==> config.mk <==
export PLATFORM = sky130hd
export DESIGN_NAME = mmms_cell
export DESIGN_NICKNAME = d
export VERILOG_FILES = /design/src/hdl/min_max_median_sorted_set_macros.svh /design/src/hdl/mmms_pkg.sv /design/src/hdl/mmms_cell.sv
export SDC_FILE = /design/constraint.sdc
export NUM_CORES = 1
export LEC_CHECK = 0
export BUFFER_PORTS_ARGS = -buffer_cell sky130_fd_sc_hd__buf_2
export CORE_ASPECT_RATIO = 1.5
export CORE_MARGIN = 5
export CORE_UTILIZATION = 45
export CTS_CLUSTER_DIAMETER = 40
export CTS_CLUSTER_SIZE = 10
export DETAILED_ROUTE_END_ITERATION = 8
export GPL_ROUTABILITY_DRIVEN = 0
export GPL_TIMING_DRIVEN = 0
export PLACE_DENSITY = 0.85
export SYNTH_ARGS = -nofsm -noshare
export SYNTH_HDL_FRONTEND = slang
export SYNTH_SLANG_ARGS = --single-unit
export TNS_END_PERCENT = 30
==> constraint.sdc <==
create_clock -name clock -period 4.7 [get_ports clock]
set_input_delay 0.47 -clock clock [delete_from_list [all_inputs] [get_ports clock]]
set_output_delay 0.47 -clock clock [all_outputs]
set_load 0.01 [all_outputs]
==> src/hdl/min_max_median_sorted_set_macros.svh <==
// Assertion macros for the sorted set block.
// Included by min_max_median_sorted_set, which checks its own logic; depends on nothing else.
`ifndef MIN_MAX_MEDIAN_SORTED_SET_MACROS_SVH
`define MIN_MAX_MEDIAN_SORTED_SET_MACROS_SVH

// Condition holds in the same cycle as the trigger.
`define MMMS_ASSERT_SAME(label, clk, rst, trig, cond, msg) \
   label: assert property (@(posedge clk) disable iff (rst) (trig) |-> (cond)) \
      else $error(msg);

// Condition holds in the cycle after the trigger.
`define MMMS_ASSERT_NEXT(label, clk, rst, trig, cond, msg) \
   label: assert property (@(posedge clk) disable iff (rst) (trig) |=> (cond)) \
      else $error(msg);

`endif

==> src/hdl/mmms_pkg.sv <==
// Shared types and codes for the sorted set block.
// Used by mmms_cell, min_max_median_sorted_set and the testbench; depends on nothing.
`default_nettype none

package mmms_pkg;

   typedef logic signed [31:0] data_type;

   localparam logic [2:0] KIND_PEEK    = 3'd0;
   localparam logic [2:0] KIND_INSERT  = 3'd1;
   localparam logic [2:0] KIND_DEL_MIN = 3'd2;
   localparam logic [2:0] KIND_DEL_MAX = 3'd3;
   localparam logic [2:0] KIND_DEL_MED = 3'd4;

   localparam logic [1:0] STATUS_DONE  = 2'd0;
   localparam logic [1:0] STATUS_DUP   = 2'd1;
   localparam logic [1:0] STATUS_FULL  = 2'd2;
   localparam logic [1:0] STATUS_EMPTY = 2'd3;

   typedef struct packed {
      logic [2:0] kind;
      data_type   item_value;
   } req_type;

   typedef struct packed {
      logic [1:0] status;
      data_type   removed_value;
      logic [6:0] element_count;
      logic       set_empty;
      data_type   min_value;
      data_type   max_value;
      data_type   median_value;
   } rsp_type;

   typedef struct packed {
      logic compare_en;
      logic insert_en;
      logic remove_en;
   } cell_ctrl_type;

endpackage

`default_nettype wire

==> src/hdl/mmms_cell.sv <==
// One storage cell of the sorted chain: holds a value and its compare flags.
// Depends on mmms_pkg for the data and control types.
`default_nettype none

module mmms_cell (
   input  wire logic                   clock,
   input  wire logic                   reset,
   input  wire mmms_pkg::cell_ctrl_type ctrl,
   input  wire mmms_pkg::data_type     key,
   input  wire logic                   occupied,
   input  wire logic                   tail,
   input  wire logic                   shift_down,
   input  wire mmms_pkg::data_type     left_value,
   input  wire logic                   left_gt,
   input  wire mmms_pkg::data_type     right_value,
   output mmms_pkg::data_type          value,
   output logic                        gt,
   output logic                        eq
);

   mmms_pkg::data_type value_ff, value_in;
   logic gt_ff, eq_ff;

   // On insert the values above the key move up one place; the first cell that
   // is either larger than the key or just past the end takes the key itself.
   always_comb begin
      value_in = value_ff;
      if (ctrl.insert_en) begin
         if (left_gt) begin
            value_in = left_value;
         end else if (gt_ff || tail) begin
            value_in = key;
         end
      end else if (ctrl.remove_en && shift_down) begin
         value_in = right_value;
      end
   end

   always_ff @(posedge clock) begin
      value_ff <= value_in;
   end

   always_ff @(posedge clock) begin
      if (reset) begin
         gt_ff <= 1'b0;
         eq_ff <= 1'b0;
      end else if (ctrl.compare_en) begin
         gt_ff <= occupied && (value_ff > key);
         eq_ff <= occupied && (value_ff == key);
      end
   end

   assign value = value_ff;
   assign gt    = gt_ff;
   assign eq    = eq_ff;

endmodule

`default_nettype wire

# After elaboration in Yosys (flattened, before gate mapping)
# Index checks and enable logic that the tools add are counted.
[op_classes]
reduce_logical = 6
eq_ne = 2
n_mux = 4
magnitude_cmp = 1
[op_table]
columns = ["op", "n"]
rows = [
  ["$mux 32", 4],
  ["$eq 32x32->1", 1],
  ["$gt 32x32->1", 1],
  ["$logic_and 1x1->1", 3],
  ["$ne 3x1->1 const B", 1],
  ["$reduce_and 2->1", 1],
  ["$reduce_bool 2->1", 1],
  ["$logic_or 1x1->1", 1],
]
[word_totals]
reg_bits = 34
elab_cells = 16
inputBits = 105
out_inout_bits = 34

# Depth between registers and ports, before layout
# Gate-level depths: netlist of the first run.
[depth]
depth_word = 4
depth_mapped = 8
depth_no_buf = 8

# Worst setup path after synthesis of the first run
# OpenSTA, ideal clock, no wires.
[synth_timing]
kind = "input-to-reg"
startpoint = "input port ctrl[1] (netlist bit)"
endpoint = "register value_ff[0] (netlist: value[0]) (enable)"
setup_ns = 0.466
arrival_time_ns = 3.182
stages = 3
path_slack_ns = 1.052
t_required_ns = 4.234
path_cell_list = "clkbuf_1 -> clkbuf_1 -> o21ai_0"
[synth_between]
elab_chain_len = 2
[synth_lines]
columns = ["item", "line", "source"]
rows = [
  ["start: declaration", "mmms_cell.sv:8", "input wire mmms_pkg::cell_ctrl_type ctrl,"],
  ["$ne 3x1->1 (no line) or $reduce_bool 2->1 (tied branches)", "-", ""],
  ["$reduce_and 2->1 (no line) (*)", "-", ""],
  ["end signal: assignment", "mmms_cell.sv:40", "value_ff <= value_in;"],
  ["end: declaration", "mmms_cell.sv:21", "mmms_pkg::data_type value_ff, value_in;"],
]
# Every way passes the cells marked *; elsewhere a longest branch is shown, timed or not.
# A chain may end at the register's enable or synchronous reset.

# Final worst setup path of the first run
[layout_timing]
startpoint = "input port ctrl[1] (netlist bit)"
endpoint = "register value_ff[18] (netlist: value[18]) (enable)"
# The elaborated chain is that of the path after synthesis.

==> results of run 1 <==
[worst max path at each step]
| stage | start | end | slack [ns] | cells past startpoint |
|---|---|---|---|---|
| 6_report | ctrl[1] | value[18]$_DFFE_PP_ | 2.55 | 5 |
| 4_1_cts | ctrl[1] | value[18]$_DFFE_PP_ | 2.55 | 5 |
| 3_3_place_gp | ctrl[1] | value[14]$_DFFE_PP_ | -0.35 | 3 |
| 2_1_floorplan | ctrl[1] | value[0]$_DFFE_PP_ | 1.05 | 3 |
| 5_1_grt | ctrl[1] | value[18]$_DFFE_PP_ | 2.44 | 5 |
| 3_5_place_dp | ctrl[1] | value[14]$_DFFE_PP_ | 2.25 | 5 |
[critical path: cells and delay by family]
family | cells | cell delay (ns)
compound gates | 2 | 0.50
buf+inv | 3 | 1.15
[cells in the final DEF (no fill, tap or decap), drive strengths merged, types with 2 or more instances in the layout]
cell type    n
nand3b       2
nor2        35
nand2       11
buf        142
nand3        4
clkinv       2
a21oi       46
dfxtp        2
nor4         2
o21ai        5
clkbuf      12
mux2i       32
edfxtp      32
nand2b       2
a31oi        2
a211oi       2
inv         33
nand4        6
ha          32
[area by class of cell]
cell class	count	area, um2	area share [%]
multi-input combinational	191	1400	40.6
inverter	33	124	3.59
clock inverter	2	8.76	0.254
tap	70	87.6	2.54
clock buffer	6	72.6	2.11
timing repair buffer	137	708	20.5
sequential	34	1000	29.0
buffer	11	45.0	1.31
[cells by family (layout without fill, tap and decap cells)]
kind of cell	after synthesis	count (layout)	synth area share [%]
mux	32	32	12.5
fa+ha+maj	32	32	15.6
compound gates	61	61	13.3
buf+inv	44	189	6.60
simple gates	66	66	12.8
flops	34	34	39.1
[power by group]
part | switching (uW) | internal [uW] | leakage [uW]
combinational | 132 | 114 | 0.00140
clock | 108 | 102 | 0.0000426
sequential | 13.2 | 364 | 0.000323
total | 253 | 580 | 0.00177
[per-stage QoR]
step / worst slack, ns / instances / util (%)
global route: 2.44 / 484 / 62.8
CTS: 2.55 / 484 / 62.8
floorplan: 1.05 / 269 / -
detailed placement: 2.25 / 476 / 61.3
global placement: -0.346 / 475 / 60.6
finish: 2.55 / 484 / 62.8
[state kept, by name (all words and copies together) (netlist names)]
name and count:
eq 1, gt 1, value 32
[metal layers]
layer | vias up | routed length (um) | part of all wire (%) | track usage [%]
met4 | 0 | 90 | 1.2 | 6.37
met5 | - | 0 | 0 | 0
met1 | 1135 | 2580 | 35 | 19.4
met2 | 106 | 3990 | 55 | 39.2
met3 | 9 | 653 | 8.9 | 4.33
li1 | 1258 | - | - | -
==> flow_metrics.tcl, run 1 <==
set metrics [dict create \
    finClkSkew_ns 0.00599 \
    r2r_end "gt$_SDFFE_PP0P_" \
    whs_ns 0.363 \
    io_pins 139 \
    critPathRequiredTime_ns 4.69 \
    via_per_inst 5.18 \
    ys_async_sr_fraction_pct 0 \
    antenna_found_initial 0 \
    yosys_warnings 0 \
    nets 550 \
    start_util_pct 46.6 \
    core_area_mm2 0.00549 \
    max_freq_mhz 466 \
    p_total_uw 833 \
    cts.sinks 34 \
    die_w_um 71.6 \
    cts_root_buffer "clkbuf_8" \
    grt_pass1_vias 2609 \
    status "finished clean" \
    start_kind "primary input" \
    synthFlopType "edfxtp_1" \
    synth.cell_area_mm2 0.00256 \
    synth_cell_types 33 \
    final.min_clock_period_ns 2.15 \
    cp_slowest_cell "clkbuf_1" \
    syn_avg_cell_area_um2 9.51 \
    yosysTopAreaCell "edfxtp_1" \
    max_stage_delay_ns 0.50 \
    path_cells "clkbuf_1, clkbuf_1, o31ai_1, o21ai_4, buf_16" \
    ant_nets 0 \
    fp.dieH_um 102 \
    holdPathStages 2 \
    yosysSeqAreaShare_pct 39.1 \
    power.density_mw_per_mm2 242 \
    drv_cap 0 \
    hpwl_um 6070 \
    via_count 2508 \
    grt_max_degree 19 \
    cp_common_cell "clkbuf_1" \
    synth.cells.most_frequent "a21oi_1 (46), nor2_1 (35), inv_1 (33)" \
    drt-pass1-iter-count 4 \
    reg2regPathDepth 5 \
    crit_fanout 18 \
    final.setup.tns_ns 0 \
    p_leak_uw 0.00177 \
    fp.dieArea_mm2 0.00733 \
    post-route-cell-area_mm2 0.00345 \
    relSlewSlack_pct 59.2 \
    htree_levels 2 \
    post_cts_buffers 0 \
    min_path_type "primary input to register" \
    routed_wl_um 7310 \
    synth_nets 406 \
    synth-seq-cells 34 \
    antennaDiodeCount 0 \
    hold_violations 0 \
    rows 33 \
    worst_hold_startpoint "reset" \
    vdd_drop_max_v 0.000222 \
    drt_iter0_drc 90 \
    r2r-start "value[31]$_DFFE_PP_" \
    hold_buffers 0 \
    fillCellCount 495 \
    drive_above_1_share_pct 36.7 \
    fin_crit_sh_pct 45.7 \
    syn_inst 269 \
    cts.clk_slew.worst_paths_ns 0.07 \
    portBuffers 136 \
    drc_errors 0 \
    synth.most_common_cell "a21oi_1" \
    synth_edf_count 32 \
    grt.overflow.total 0 \
    cts_repair_resize_count 0 \
    drv_slew 0 \
    cts_made_buffers 5 \
    setup_viol 0 \
    syn2layout_area_growth_pct 34.7 \
    synth_area_leaders "edfxtp_1 (38%), ha_1 (16%), mux2i_1 (13%), a21oi_1 (9.0%), nor2_1 (5.1%)" \
    tritoncts "yes" \
    cts_buffer_depth 2 \
    regToRegSetupSlack_ns 2.73 \
    path_class "primary input to register" \
    rsz0062_at_grt "no" \
    dpl_cell_area_mm2 0.00337 \
    synth_top_cell_area_share_pct 37.6 \
    tightestPinTransition_ns 0.610 \
    post_drt_wl_per_cell_um 15.1 \
    grt_usage_pct 19.6 \
    clock_latency_ns 0.28 \
    worstSetupEndpointType "register" \
    grt_pass1_wl_um 11300 \
    cp.arrival_ns 2.14 \
    whs_endpoint "eq$_SDFFE_PP0P_" \
]
(Power assumes the default switching activity.)
==> run 2: changes to the inputs <==
Clock period 4.7 ns to 2.05 ns, I/O delays scaled along.
==> run 2 against run 1 <==
Net effect:
- combinational power grew 130%
- hold slack lost 0.26 ns
- die area is the same
- critical endpoint is now gt$_SDFFE_PP0P_
==> flow_metrics.tcl, run 2 (synthesis results as in run 1) <==
set metrics [dict create \
    status "finished clean" \
    cts_root_buffer "clkbuf_8" \
    antennaDiodeCount 0 \
    die_w_um 71.6 \
    path_class "register to register" \
    power.density_mw_per_mm2 551 \
    largest_reg_flops 32 \
    grt_util_met1_pct 19.0 \
    finClkSkew_ns 0.00467 \
    rows 33 \
    p_leak_uw 0.00177 \
    post-route-cell-area_mm2 0.00347 \
    use_met2_pct 39.4 \
    path_cells "ha_1, nand4_2, or4_1, o32a_1, nand2_1" \
    cts.clk_slew.worst_paths_ns 0.07 \
    routed_wl_um 7120 \
    nets 550 \
    setup_viol 0 \
    cts.sinks 34 \
    regToRegSetupSlack_ns 0.09 \
    final_core_util_pct 63.3 \
    r2r_end "gt$_SDFFE_PP0P_" \
    p_total_uw 1910 \
    worstSetupEndpointType "register" \
    antenna_found_initial 0 \
    final_common_cell "buf_2" \
    max_stage_delay_ns 0.56 \
    tightestPinTransition_ns 0.571 \
    hpwl_um 6020 \
    crit_start "value[30]$_DFFE_PP_" \
    grt_pass1_vias 2667 \
    post_drt_wl_per_cell_um 14.7 \
    ant_nets 0 \
    portBuffers 136 \
    hold_violations 0 \
    clock_latency_ns 0.28 \
    vdd_drop_max_v 0.000448 \
    via_count 2506 \
    grt_usage_pct 19.5 \
    cts_buffer_depth 2 \
    critPathRequiredTime_ns 2.28 \
    drt-pass1-iter-count 4 \
    post_cts_buffers 0 \
    tritoncts "yes" \
    met3_usage_pct 5.31 \
    relSlewSlack_pct 61.8 \
    start_util_pct 46.6 \
    io_pins 139 \
    syn2layout_area_growth_pct 35.8 \
    drive_above_1_share_pct 37.2 \
    via_per_inst 5.18 \
    final_cell_mix "buf_2 (139), a21oi_1 (46), nor2_1 (35)" \
    grt.overflow.total 0 \
    htree_levels 2 \
    drv_cap 0 \
    cts_repair_resize_count 0 \
    fin_crit_sh_pct 95.4 \
    crit_end "gt$_SDFFE_PP0P_" \
    max_freq_mhz 511 \
    hold_buffers 0 \
    drt_iter0_drc 65 \
    dpl_cell_area_mm2 0.00337 \
    cp_slowest_cell "or4_1" \
    grt_busiest_layer "met2" \
    r2r-start "value[30]$_DFFE_PP_" \
    drc_errors 0 \
    start_kind "register" \
    fillCellCount 469 \
    fp.dieH_um 102 \
    cp.arrival_ns 2.19 \
    min_path_type "primary input to register" \
    crit_fanout 4 \
    reg2regPathDepth 5 \
    cts_made_buffers 5 \
    core_area_mm2 0.00549 \
    grt_max_degree 20 \
    drv_slew 0 \
    final.min_clock_period_ns 1.96 \
    grt_pass1_wl_um 11300 \
    fp.dieArea_mm2 0.00733 \
    rsz0062_at_grt "no" \
]
run 2: cell types whose count changed in the layout (fill, tap and decap cells not counted):
cell | before | now
nor4_1 | 1 | 0
ha_1 | 32 | 31
ha_4 | 0 | 1
nor4_4 | 0 | 1
run 2: routing by layer:
layer,vias up,routed length [um],share of wire (%)
met3,8,574,8.1
met1,1148,2520,35
met4,0,66,0.93
met5,-,0,0
met2,94,3960,56
li1,1256,-,-
run 2: power by group:
group          total, uW  internal [uW]  switching, uW  leakage (uW)
logic                567            264            303       0.00141
registers            867            835           31.1      0.000323
clock network        481            234            247     0.0000426
total               1910           1330            582       0.00177
run 2: worst min path at each step:
| stage | to | cells past startpoint | start | slack (ns) |
|---|---|---|---|---|
| floorplan | eq$_SDFFE_PP0P_ | 1 | reset | 0.27 |
| global route | eq$_SDFFE_PP0P_ | 2 | reset | 0.09 |
| CTS | eq$_SDFFE_PP0P_ | 2 | reset | 0.09 |
| global placement | eq$_SDFFE_PP0P_ | 2 | reset | 0.38 |
| detailed placement | eq$_SDFFE_PP0P_ | 2 | reset | 0.40 |
| finish | eq$_SDFFE_PP0P_ | 2 | reset | 0.10 |
run 2: final cells by class:
cell class | instances | area [um2] | area share, %
sequential | 34 | 1000 | 28.8
inverter | 33 | 124 | 3.57
tap | 70 | 87.6 | 2.52
multi-input combinational | 191 | 1430 | 41.1
clock buffer | 6 | 72.6 | 2.09
timing repair buffer | 137 | 708 | 20.4
buffer | 11 | 45.0 | 1.30
clock inverter | 2 | 8.76 | 0.252
run 2: through the flow:
stage	setup WS, ns	hold WS, ns	cells	TNS [ns]
3_5_place_dp	-0.174	0.400	476	-3.35
5_1_grt	0.00226	0.0899	484	0
4_1_cts	0.0218	0.0938	484	0
2_1_floorplan	0.129	0.274	269	0
6_report	0.0948	0.102	484	0
3_3_place_gp	-0.557	0.385	475	-17.79
run 2: worst max-delay path, delay by kind of cell, from the launching register on:
family	cells	cell delay, ns
AO/OA/AOI/OAI	1	0.36
adder cells (fa/ha/maj)	1	0.35
flip-flops	1	0.39
AND/OR/NAND/NOR	3	0.79
==> run 3: changes to the inputs <==
--- a/config.mk
+++ b/config.mk
@@ -7,3 +7,2 @@
 export LEC_CHECK = 0
-export BUFFER_PORTS_ARGS = -buffer_cell sky130_fd_sc_hd__buf_2
 export CORE_ASPECT_RATIO = 1.5
@@ -12,7 +11,7 @@
 export CTS_CLUSTER_DIAMETER = 40
-export CTS_CLUSTER_SIZE = 10
 export DETAILED_ROUTE_END_ITERATION = 8
+export DONT_BUFFER_PORTS = 1
 export GPL_ROUTABILITY_DRIVEN = 0
 export GPL_TIMING_DRIVEN = 0
-export PLACE_DENSITY = 0.85
+export PLACE_DENSITY = 0.64
 export SYNTH_ARGS = -nofsm -noshare
==> constraint.sdc (replaced) <==
create_clock -name clock -period 2.05 [get_ports clock]
set_input_delay 0 -clock clock [delete_from_list [all_inputs] [get_ports clock]]
set_output_delay 0 -clock clock [all_outputs]
set_load 0.01 [all_outputs]
==> run 3 against run 2 <==
Net effect:
- sequential share of layout area rose by 2.9 points
- hold slack got worse by 0.098 ns
- clock skew decreased by 0.0015 ns
- critical endpoint unchanged
- total power fell by 4.7%
- final cell count down 21%
==> flow_metrics.tcl, run 3 (synthesis results as in run 1) <==
set metrics [dict create \
    status "finished clean" \
    swShare_pct 29.4 \
    core_area_mm2 0.00549 \
    worstSetupEndpointType "register" \
    pwr-share-seq_pct 50.0 \
    cp_slowest_cell "or4_1" \
    final_common_cell "a21oi_1" \
    grt_pass1_vias 2290 \
    finClkSkew_ns 0.00313 \
    max_freq_mhz 514 \
    largest_reg_flops 32 \
    io_pins 139 \
    power.density_mw_per_mm2 577 \
    via_count 2110 \
    cts_root_buffer "clkbuf_8" \
    antenna_found_initial 0 \
    tightestPinTransition_ns 0.616 \
    clock_power_share_pct 25.3 \
    critPathRequiredTime_ns 2.27 \
    die_w_um 71.6 \
    drc_errors 0 \
    drive_above_1_share_pct 6.77 \
    fp.dieArea_mm2 0.00733 \
    cts_buffer_depth 2 \
    max_stage_delay_ns 0.53 \
    numPlacedInstances 340 \
    post_drt_wl_per_cell_um 18.9 \
    crit_fanout 4 \
    hpwl_um 5550 \
    drt-pass1-iter-count 4 \
    final.min_clock_period_ns 1.95 \
    routed_wl_um 7190 \
    cp.arrival_ns 2.17 \
    start_kind "register" \
    path_class "register to register" \
    final_cell_mix "a21oi_1 (46), nor2_1 (35), inv_1 (33)" \
    antennaDiodeCount 0 \
    rows 33 \
    fin_crit_sh_pct 94.9 \
    grt_pass1_wl_um 11000 \
    syn2layout_area_growth_pct 23.5 \
    tritoncts "yes" \
    fp.dieH_um 102 \
    path_cells "ha_4, nand4_2, or4_1, o32a_1, nand2_1" \
    rsz0062_at_grt "no" \
    drt_iter0_drc 79 \
    start_util_pct 46.6 \
    grt_max_degree 19 \
    cts.clk_slew.worst_paths_ns 0.07 \
    cts_made_buffers 5 \
    drv_slew 0 \
    net-switching-power_uw 536 \
    min_path_type "primary input to register" \
    vdd_drop_max_v 0.000461 \
    stdcell_count 380 \
    clock_latency_ns 0.28 \
    nets 447 \
    htree_levels 2 \
    hold_violations 0 \
    dpl_worst_slack_ns -0.00383 \
    grt_usage_pct 19.4 \
    combPwrFrac_pct 24.7 \
    ant_nets 0 \
    via_per_inst 5.55 \
    setup_viol 0 \
    relSlewSlack_pct 58.8 \
    portBuffers 0 \
    drv_cap 0 \
    setup_slack_ns 0.105 \
    whs_ns 0.00345 \
    grt.overflow.total 0 \
    p_leak_uw 0.00137 \
    cts.sinks 34 \
    p_int_uw 1290 \
]
run 3: cell type report:
cell class	count	area (um2)
Tap cell	70	87.6
Buffer	11	45.0
Inverter	33	124
Sequential cell	34	1000
Timing Repair Buffer	34	355
Multi-Input combinational cell	191	1470
Clock buffer	7	76.3
Fill cell	480	2330
run 3: worst max-delay path: cells and delay by family, from the launching register on:
kind | cells | cell delay, ns
simple gates | 3 | 0.72
fa+ha+maj | 1 | 0.33
compound gates | 1 | 0.36
flops | 1 | 0.49
run 3: per-layer routing:
layer / vias up / wire length [um] / global-route usage (%)
met5: - / 0 / 0
met4: 0 / 114 / 5.79
met3: 9 / 580 / 6.20
met2: 96 / 4020 / 39.0
met1: 959 / 2470 / 18.0
li1: 1046 / - / -
run 3: stage by stage:
stage,total power [uW],area (um2),setup TNS (ns),util [%]
floorplan,1190,2560,0,-
global placement,1280,2650,-12.64,48.3
detailed placement,1300,2690,-0.00383,48.9
CTS,1820,3090,0,56.3
global route,1940,3160,0,57.6
finish,1820,3160,0,57.6
run 3: worst paths after layout:
check,from,to,slack [ns],cells past startpoint
worst max-delay path,value[30]$_DFFE_PP_,gt$_SDFFE_PP0P_,0.10,5
worst max register to register,value[30]$_DFFE_PP_,gt$_SDFFE_PP0P_,0.10,5
worst min register to register,eq$_SDFFE_PP0P_,eq$_SDFFE_PP0P_,0.53,2
worst min-delay path,right_value[14],value[14]$_DFFE_PP_,0.003,2
run 3: power groups by stage:
stage,clock network [uW],registers [uW],logic [uW]
final,461,912,451
after detailed placement,0,925,378
after floorplan,0,908,283
after CTS,482,910,433
after global placement,0,925,353
after global routing,515,918,511
run 3: timing repair:
action | CTS | global route
buffers inserted | 0 | 1
gates resized for setup | 1 | 7
pin swaps | 0 | 3
endpoints found under the setup margin | 1 | 2
hold buffers | 32 | 0
hold endpoints to repair | 31 | 0
